==> src/design/dipc_pkg.sv <==
// shared types and constants for the debounced inputs and pulse counters block
`default_nettype none

package dipc_pkg;

    localparam int BUTTON_CH = 8;
    localparam int SENSOR_CH = 8;
    localparam int METER_CH = 4;
    localparam int METER_IDX_W = 2;
    localparam int COUNT_W = 32;
    localparam int MASK_W = 8;

    localparam int DEF_NUM_BUTTONS = 8;
    localparam int DEF_NUM_SENSORS = 8;
    localparam int DEF_NUM_METERS = 4;
    localparam int DEF_HISTORY_LEN = 8;

    localparam logic [MASK_W-1:0] BUTTON_INVERT_RESET = 8'hFF;
    localparam logic [MASK_W-1:0] SENSOR_INVERT_RESET = 8'h00;

    typedef enum logic [1:0] {
        CMD_TICK     = 2'd0,
        CMD_SNAPSHOT = 2'd1,
        CMD_COMMIT   = 2'd2,
        CMD_NONE     = 2'd3
    } cmd_t;

    typedef enum logic {
        REG_BUTTON_INVERT = 1'b0,
        REG_SENSOR_INVERT = 1'b1
    } reg_idx_t;

    typedef struct packed {
        logic [1:0]             command;
        logic [BUTTON_CH-1:0]   raw_buttons;
        logic [SENSOR_CH-1:0]   raw_sensors;
        logic [METER_CH-1:0]    raw_meters;
        logic [METER_IDX_W-1:0] meter_index;
    } sample_word_t;

    typedef struct packed {
        logic [BUTTON_CH-1:0] buttons_pressed;
        logic [SENSOR_CH-1:0] sensors_pressed;
        logic [COUNT_W-1:0]   meter_count;
    } result_word_t;

    typedef struct packed {
        logic tick;
        logic snapshot;
        logic commit;
    } meter_ctl_t;

endpackage

`default_nettype wire

==> src/design/debounced_inputs_with_pulse_counters.sv <==
// top level: config registers, debounce and meter lanes, merge and result register
//
// usage
//   sample channel: sample_valid/sample_stall carry one sample_word_t per word;
//     a word is taken at a clock edge with sample_valid high and sample_stall low
//   command tick shifts the pin levels into every channel history, snapshot
//     freezes and returns the addressed meter count, commit subtracts the frozen
//     value from that meter count
//   result channel: result_valid/result_stall carry one result_word_t per word
//   the result is registered and shows up the cycle after its sample word is taken
//   throughput is one word per cycle unless stalled; all lanes update in parallel
//     and the merge is one level of selection in front of the result register
//   when the receiver stalls, the result register holds and sample_stall is
//     raised only while that register is full and stalled
//   the apb port writes the invert masks at byte addresses 0 and 4
//   reset clears every history, arming bit, count and frozen value and loads
//     the invert masks with their reset values; no clearing pass is needed
`default_nettype none

module debounced_inputs_with_pulse_counters
    import dipc_pkg::*;
#(
    parameter int NUM_BUTTONS = DEF_NUM_BUTTONS,
    parameter int NUM_SENSORS = DEF_NUM_SENSORS,
    parameter int NUM_METERS  = DEF_NUM_METERS,
    parameter int HISTORY_LEN = DEF_HISTORY_LEN
)
(
    input  wire logic         clk,
    input  wire logic         rst_n,

    input  wire logic         psel,
    input  wire logic         penable,
    input  wire logic         pwrite,
    input  wire logic [2:0]   paddr,
    input  wire logic [31:0]  pwdata,
    output logic [31:0]       prdata,
    output logic              pready,

    input  wire logic         sample_valid,
    output logic              sample_stall,
    input  wire sample_word_t sample_word,

    output logic              result_valid,
    input  wire logic         result_stall,
    output result_word_t      result_word
);

    logic [MASK_W-1:0] button_invert_reg;
    logic [MASK_W-1:0] sensor_invert_reg;
    logic              cfg_write;
    reg_idx_t          cfg_idx;

    logic              sample_accept;
    logic              do_tick;
    logic              do_snapshot;
    logic              do_commit;

    logic [BUTTON_CH-1:0] button_level;
    logic [SENSOR_CH-1:0] sensor_level;
    logic [BUTTON_CH-1:0] buttons_pressed;
    logic [SENSOR_CH-1:0] sensors_pressed;
    logic [COUNT_W-1:0]   meter_ticks [NUM_METERS];
    logic [COUNT_W-1:0]   count_sel;

    logic                 result_valid_reg;
    logic                 result_valid_next;
    result_word_t         result_word_reg;
    result_word_t         result_word_next;

    // config port
    assign pready = 1'b1;
    assign cfg_idx = reg_idx_t'(paddr[2]);
    assign cfg_write = psel && penable && pwrite && pready;

    always_ff @(posedge clk or negedge rst_n)
    begin
        if (!rst_n)
        begin
            button_invert_reg <= BUTTON_INVERT_RESET;
            sensor_invert_reg <= SENSOR_INVERT_RESET;
        end
        else if (cfg_write)
        begin
            unique case (cfg_idx)
                REG_BUTTON_INVERT: button_invert_reg <= pwdata[MASK_W-1:0];
                REG_SENSOR_INVERT: sensor_invert_reg <= pwdata[MASK_W-1:0];
                default: ;
            endcase
        end
    end

    always_comb
    begin
        unique case (cfg_idx)
            REG_BUTTON_INVERT: prdata = {{(32-MASK_W){1'b0}}, button_invert_reg};
            REG_SENSOR_INVERT: prdata = {{(32-MASK_W){1'b0}}, sensor_invert_reg};
            default:           prdata = '0;
        endcase
    end

    // handshake and command decode
    assign sample_stall = result_valid_reg && result_stall;
    assign sample_accept = sample_valid && !sample_stall;

    always_comb
    begin
        do_tick = 1'b0;
        do_snapshot = 1'b0;
        do_commit = 1'b0;
        unique case (cmd_t'(sample_word.command))
            CMD_TICK:     do_tick = sample_accept;
            CMD_SNAPSHOT: do_snapshot = sample_accept;
            CMD_COMMIT:   do_commit = sample_accept;
            default: ;
        endcase
    end

    assign button_level = sample_word.raw_buttons ^ button_invert_reg;
    assign sensor_level = sample_word.raw_sensors ^ sensor_invert_reg;

    // lanes
    for (genvar c = 0; c < BUTTON_CH; c++)
    begin : g_button
        if (c < NUM_BUTTONS)
        begin : g_lane
            dipc_debounce_lane #(
                .HISTORY_LEN(HISTORY_LEN)
            ) u_lane (
                .clk    (clk),
                .rst_n  (rst_n),
                .shift  (do_tick),
                .level  (button_level[c]),
                .pressed(buttons_pressed[c])
            );
        end
        else
        begin : g_unused
            assign buttons_pressed[c] = 1'b0;
        end
    end

    for (genvar c = 0; c < SENSOR_CH; c++)
    begin : g_sensor
        if (c < NUM_SENSORS)
        begin : g_lane
            dipc_debounce_lane #(
                .HISTORY_LEN(HISTORY_LEN)
            ) u_lane (
                .clk    (clk),
                .rst_n  (rst_n),
                .shift  (do_tick),
                .level  (sensor_level[c]),
                .pressed(sensors_pressed[c])
            );
        end
        else
        begin : g_unused
            assign sensors_pressed[c] = 1'b0;
        end
    end

    for (genvar c = 0; c < NUM_METERS; c++)
    begin : g_meter
        meter_ctl_t ctl;
        logic       hit;

        assign hit = (sample_word.meter_index == METER_IDX_W'(c));
        assign ctl.tick = do_tick;
        assign ctl.snapshot = do_snapshot && hit;
        assign ctl.commit = do_commit && hit;

        dipc_meter_lane #(
            .HISTORY_LEN(HISTORY_LEN)
        ) u_lane (
            .clk  (clk),
            .rst_n(rst_n),
            .ctl  (ctl),
            .level(sample_word.raw_meters[c]),
            .ticks(meter_ticks[c])
        );
    end

    // merge
    always_comb
    begin
        count_sel = '0;
        for (int c = 0; c < NUM_METERS; c++)
        begin
            if (sample_word.meter_index == METER_IDX_W'(c))
            begin
                count_sel = meter_ticks[c];
            end
        end
    end

    always_comb
    begin
        result_word_next.buttons_pressed = buttons_pressed;
        result_word_next.sensors_pressed = sensors_pressed;
        result_word_next.meter_count = do_snapshot ? count_sel : '0;
        result_valid_next = sample_accept || (result_valid_reg && result_stall);
    end

    always_ff @(posedge clk or negedge rst_n)
    begin
        if (!rst_n)
        begin
            result_valid_reg <= 1'b0;
        end
        else
        begin
            result_valid_reg <= result_valid_next;
        end
    end

    always_ff @(posedge clk)
    begin
        if (sample_accept)
        begin
            result_word_reg <= result_word_next;
        end
    end

    assign result_valid = result_valid_reg;
    assign result_word = result_word_reg;

`ifndef ASSERT_OFF
    a_accept_gives_result: assert property (@(posedge clk) disable iff (!rst_n)
        sample_accept |=> result_valid)
        else $error("accepted word produced no result");
    a_count_only_on_snapshot: assert property (@(posedge clk) disable iff (!rst_n)
        (sample_accept && !do_snapshot) |=> (result_word.meter_count == '0))
        else $error("meter count reported outside a snapshot");
    a_stall_only_when_full: assert property (@(posedge clk) disable iff (!rst_n)
        sample_stall |-> (result_valid && result_stall))
        else $error("sample side stalled with the result register free");
    a_one_command: assert property (@(posedge clk) disable iff (!rst_n)
        $onehot0({do_tick, do_snapshot, do_commit}))
        else $error("more than one command decoded");
`endif

endmodule

`default_nettype wire

==> src/design/dipc_debounce_lane.sv <==
// one debounce channel: sample history and all-high detect
`default_nettype none

module dipc_debounce_lane
    import dipc_pkg::*;
#(
    parameter int HISTORY_LEN = DEF_HISTORY_LEN
)
(
    input  wire logic clk,
    input  wire logic rst_n,
    input  wire logic shift,
    input  wire logic level,
    output logic      pressed
);

    logic [HISTORY_LEN-1:0] hist_reg;
    logic [HISTORY_LEN-1:0] hist_next;

    always_comb
    begin
        hist_next = hist_reg;
        if (shift)
        begin
            hist_next = {hist_reg[HISTORY_LEN-2:0], level};
        end
    end

    always_ff @(posedge clk or negedge rst_n)
    begin
        if (!rst_n)
        begin
            hist_reg <= '0;
        end
        else
        begin
            hist_reg <= hist_next;
        end
    end

    // pressed as seen after this word's update
    assign pressed = &hist_next;

endmodule

`default_nettype wire

==> src/design/dipc_meter_lane.sv <==
// one pulse meter channel: history, arming, count and frozen snapshot
`default_nettype none

module dipc_meter_lane
    import dipc_pkg::*;
#(
    parameter int HISTORY_LEN = DEF_HISTORY_LEN
)
(
    input  wire logic               clk,
    input  wire logic               rst_n,
    input  wire meter_ctl_t         ctl,
    input  wire logic               level,
    output logic [COUNT_W-1:0]      ticks
);

    logic [HISTORY_LEN-1:0] hist_reg;
    logic [HISTORY_LEN-1:0] hist_next;
    logic                   armed_reg;
    logic                   armed_next;
    logic [COUNT_W-1:0]     ticks_reg;
    logic [COUNT_W-1:0]     ticks_next;
    logic [COUNT_W-1:0]     frozen_reg;
    logic [COUNT_W-1:0]     frozen_next;

    always_comb
    begin
        hist_next = hist_reg;
        armed_next = armed_reg;
        ticks_next = ticks_reg;
        frozen_next = frozen_reg;
        if (ctl.tick)
        begin
            hist_next = {hist_reg[HISTORY_LEN-2:0], level};
            if (&hist_next)
            begin
                if (armed_reg)
                begin
                    armed_next = 1'b0;
                    ticks_next = ticks_reg + COUNT_W'(1);
                end
            end
            else
            begin
                armed_next = 1'b1;
            end
        end
        if (ctl.snapshot)
        begin
            frozen_next = ticks_reg;
        end
        if (ctl.commit)
        begin
            ticks_next = ticks_reg - frozen_reg;
        end
    end

    always_ff @(posedge clk or negedge rst_n)
    begin
        if (!rst_n)
        begin
            hist_reg <= '0;
            armed_reg <= 1'b0;
            ticks_reg <= '0;
            frozen_reg <= '0;
        end
        else
        begin
            hist_reg <= hist_next;
            armed_reg <= armed_next;
            ticks_reg <= ticks_next;
            frozen_reg <= frozen_next;
        end
    end

    assign ticks = ticks_reg;

`ifndef ASSERT_OFF
    a_count_step: assert property (@(posedge clk) disable iff (!rst_n)
        (ctl.tick && !ctl.commit) |=>
            (ticks_reg == $past(ticks_reg) || ticks_reg == $past(ticks_reg) + COUNT_W'(1)))
        else $error("meter count moved by more than one on a tick");
    a_count_disarms: assert property (@(posedge clk) disable iff (!rst_n)
        (ticks_reg == $past(ticks_reg) + COUNT_W'(1) && $past(ctl.tick)) |-> !armed_reg)
        else $error("meter still armed after counting");
    a_arm_not_full: assert property (@(posedge clk) disable iff (!rst_n)
        (ctl.tick && !(&hist_next)) |=> armed_reg)
        else $error("meter not armed after a non-full history");
`endif

endmodule

`default_nettype wire

==> config.mk <==
export PLATFORM = sky130hd
export DESIGN_NAME = debounced_inputs_with_pulse_counters
export DESIGN_NICKNAME = d
export VERILOG_FILES = /design/src/design/dipc_pkg.sv /design/src/design/debounced_inputs_with_pulse_counters.sv /design/src/design/dipc_debounce_lane.sv /design/src/design/dipc_meter_lane.sv
export SDC_FILE = /design/constraint.sdc
export NUM_CORES = 1
export LEC_CHECK = 0
export BUFFER_PORTS_ARGS = -buffer_cell sky130_fd_sc_hd__buf_2
export CORE_MARGIN = 4
export CORE_UTILIZATION = 40
export CTS_BUF_LIST = sky130_fd_sc_hd__clkbuf_16
export CTS_CLUSTER_DIAMETER = 30
export CTS_CLUSTER_SIZE = 40
export DETAILED_ROUTE_END_ITERATION = 10
export MAX_ROUTING_LAYER = met4
export PLACE_DENSITY = 0.63
export SYNTH_ARGS = -nofsm -noshare
export SYNTH_HDL_FRONTEND = slang
export SYNTH_HIERARCHICAL = 1
export SYNTH_SLANG_ARGS = --single-unit
==> constraint.sdc <==
create_clock -name clk -period 5.1 [get_ports clk]
set_clock_uncertainty 0.2 [all_clocks]
set_input_delay 0.255 -clock clk [delete_from_list [all_inputs] [get_ports clk]]
set_output_delay 0.255 -clock clk [all_outputs]
set_load 0.02 [all_outputs]
==> results.py <==
metrics = {
    "drt": {
        "viasPerCell": 5.42,
        "routed_wl_um": 70500,
        "ant_nets": 0,
        "wl_per_cell_um": 18.9,
        "first_pass_iters": 5,
        "drt_iter0_markers": 1215,
        "drc": 0,
        "via_count": 20231,
    },
    "critical_path": {
        "cp_data_required_time_ns": 5.47,
        "r2r_cells": 12,
        "crit_type": "flip-flop to flip-flop",
        "cp-start-kind": "flip-flop",
        "endpoint_kind": "flip-flop",
        "crit_arrival_ns": 4.55,
        "r2r_slack_ns": 0.92,
        "cp_max_fo": 29,
        "reg2reg_to": "g_meter[0].u_lane/ticks[31]",
        "r2r-start": "result_valid",
    },
    "worst_hold_path": {
        "hold_class": "primary input to flip-flop",
        "whs_path_depth": 5,
        "min_to": "g_meter[2].u_lane/armed_reg",
        "hp-start": "sample_word[22]",
    },
    "global_routing": {
        "grt.overflow.total": 0,
        "grt_pass1_wl_um": 113000,
        "antenna_found_initial": 8,
        "track_usage": 0.193,
        "grt_max_degree": 173,
        "grt_pass1_vias": 20655,
    },
    "synthesis": {
        "synthArstFlopShare": 0.900,
        "synth_edf_count": 48,
        "ys_warn_count": 6,
        "ys_seq_area_frac": 0.439,
        "synth.distinct_cells": 80,
        "ys.flop_type": "dfrtp_1",
        "syn-cell-area_um2": 28000,
        "syn_area_per_cell_um2": 10.9,
        "synth_seq_cells": 481,
        "syn_inst": 2571,
    },
    "clock_network": {
        "cts_tree": "built",
        "htree_levels": 3,
        "clkLatencyLatePin_ns": 0.66,
        "cts_root_buf": "clkbuf_16",
        "cts-buffers-inserted": 105,
        "clock_sinks": 481,
        "cts_setup_buffers": 0,
        "clk_path_buf_depth": 3,
        "clkTransAtPathRegs_ns": 0.05,
    },
    "timing": {
        "fin_tns_setup_ns": 0,
        "max_slew.worst_pin.slew_ns": 1.03,
        "post-route-period-util": 0.819,
        "drv_slew": 0,
        "setup_viol": 0,
        "rsz0062_at_grt": "no",
        "final.min_clock_period_ns": 4.18,
        "hold_slack_ns": 0.0721,
        "slew_headroom": 0.311,
        "final.setup.worst_slack_ns": 0.924,
        "hold_viol_final": 0,
        "fmax_mhz": 239,
    },
    "die": {
        "io_pins": 149,
        "num_rows": 96,
        "die_x_um": 273,
        "core_area_um2": 69100,
        "die-area_um2": 74300,
        "die_h_um": 273,
        "start_util": 0.406,
    },
    "layout": {
        "layout_commonest_cell": "dfrtp_1",
        "final_cells": 3730,
        "drive_above_1_share": 0.235,
        "syn2layout_area_growth_pct": 19.0,
        "layout_common_cells": "dfrtp_1 (425), nand2_1 (258), mux2_2 (162)",
        "layout.nets": 2902,
        "fill_cells": 6161,
    },
    "pwr": {
        "vdd_drop_max_mv": 0.256,
        "power_density_nw_per_um2": 443,
        "finalPower_mw": 14.8,
        "leakage_nw": 15.0,
    },
    "placed_design": {
        "placed_cells": 3495,
        "io_buffer_count": 97,
        "dp_hpwl_um": 49700,
        "place.gp.congestion": 0.948,
        "dp_slack_ns": 0.883,
    },
    "job": {
        "max_cap_viol_count": 0,
    },
    "status": {
        "status": "finished clean",
    },
}
[Yosys cell counts (6+ instances only)]
library cell	n	area, µm²
inv_1	53	199
nand3_1	51	255
mux2_1	52	586
dfstp_2	8	210
nor4b_2	19	285
mux4_1	7	184
xnor2_1	58	508
nand2_1	258	968
buf_4	27	203
buf_1	13	48.8
a21oi_1	163	816
o221ai_1	6	52.6
edfxtp_1	48	1440
a2111oi_2	6	90.1
clkbuf_1	61	229
nor4b_1	13	114
xor2_1	68	596
o21ai_1	39	195
mux2_2	162	1820
nor4_1	10	62.6
nand2b_1	30	188
nor2b_1	127	795
a21oi_2	13	114
a211oi_1	12	90.1
a211oi_2	22	275
buf_6	29	327
a31oi_1	16	100
nand4_1	51	319
dfrtp_1	425	10600
o211ai_1	8	60.1
and2_1	9	56.3
buf_2	23	115
a21o_1	44	330
a221oi_1	11	96.3
ha_1	124	1550
nor2_1	100	375
mux4_2	25	563
and3_1	10	62.6
mux2_4	64	961
nor3_1	30	150
o21a_1	21	158
o21ai_0	143	716
o21bai_1	28	210
[metal layers]
layer,vias to the layer above,GRT usage,share of wire
met1,10022,0.253,0.46
li1,9573,-,-
met3,127,0.0365,0.050
met5,-,-,0
met4,0,0.0524,0.022
met2,509,0.310,0.47
[layout make-up]
| cell class | instances | area, µm² | share of cell area |
|---|---|---|---|
| Clock buffer | 105 | 2630 | 0.0788 |
| Timing Repair Buffer | 165 | 1150 | 0.0344 |
| Sequential cell | 481 | 12300 | 0.368 |
| Tap cell | 931 | 1160 | 0.0349 |
| Clock inverter | 90 | 1210 | 0.0363 |
| Inverter | 54 | 203 | 0.00608 |
| Multi-Input combinational cell | 1901 | 14700 | 0.441 |
| Antenna cell | 3 | 7.51 | 0.000225 |
[cell families (layout without fill, tap and decap cells)]
family	count (synthesis)	in the layout	synth area share
xor+xnor	126	126	0.0394
fa+ha+maj	128	128	0.0582
simple gates	731	731	0.138
other cells	2	28	0.000268
compound gates	578	578	0.135
buf+inv	212	414	0.0426
mux	313	313	0.148
flops	481	481	0.439
[critical path, stage by stage (launching register included)]
cell      delay, ns
dfrtp_1        0.39
a21bo_2        0.32
nor4_2         0.38
buf_4          0.23
buf_4          0.30
nor2b_1        0.18
ha_1           0.30
a2111o_1       0.43
o211ai_1       0.32
a31oi_1        0.24
o31a_1         0.34
nor3_1         0.30
xor2_1         0.17
[power by group]
part	switching (mW)	total (mW)	internal [mW]	leakage (nW)
Clock	2.25	7.23	4.98	1.89
Combinational	1.05	2.13	1.09	7.03
Sequential	0.686	5.41	4.72	6.12
[stage by stage]
step                cell area, µm²   util
floorplan                    28100      -
global placement             29100  0.422
detailed placement           29100  0.422
CTS                          33300  0.483
global route                 33300  0.483
finish                       33300  0.483
[how the worst max path moves through the flow]
stage / slack [ns] / startpoint / cells past startpoint / endpoint
finish: 0.92 / result_valid / 12 / g_meter[0].u_lane/ticks[31]
global route: 0.60 / result_valid / 13 / g_meter[0].u_lane/ticks[30]
CTS: 0.86 / result_valid / 13 / g_meter[0].u_lane/ticks[30]
detailed placement: 0.88 / result_valid / 13 / g_meter[0].u_lane/ticks[30]
global placement: 0.92 / result_valid / 13 / g_meter[0].u_lane/ticks[30]
floorplan: 0.45 / result_valid / 10 / g_meter[0].u_lane/ticks[28]
[timing repair]
action | 4_1_cts | 5_1_grt
hold buffers | 37 | 0
gates resized for setup | 0 | 0
hold endpoints to repair | 159 | 0
No activity file was read; power rests on OpenSTA's default activity.
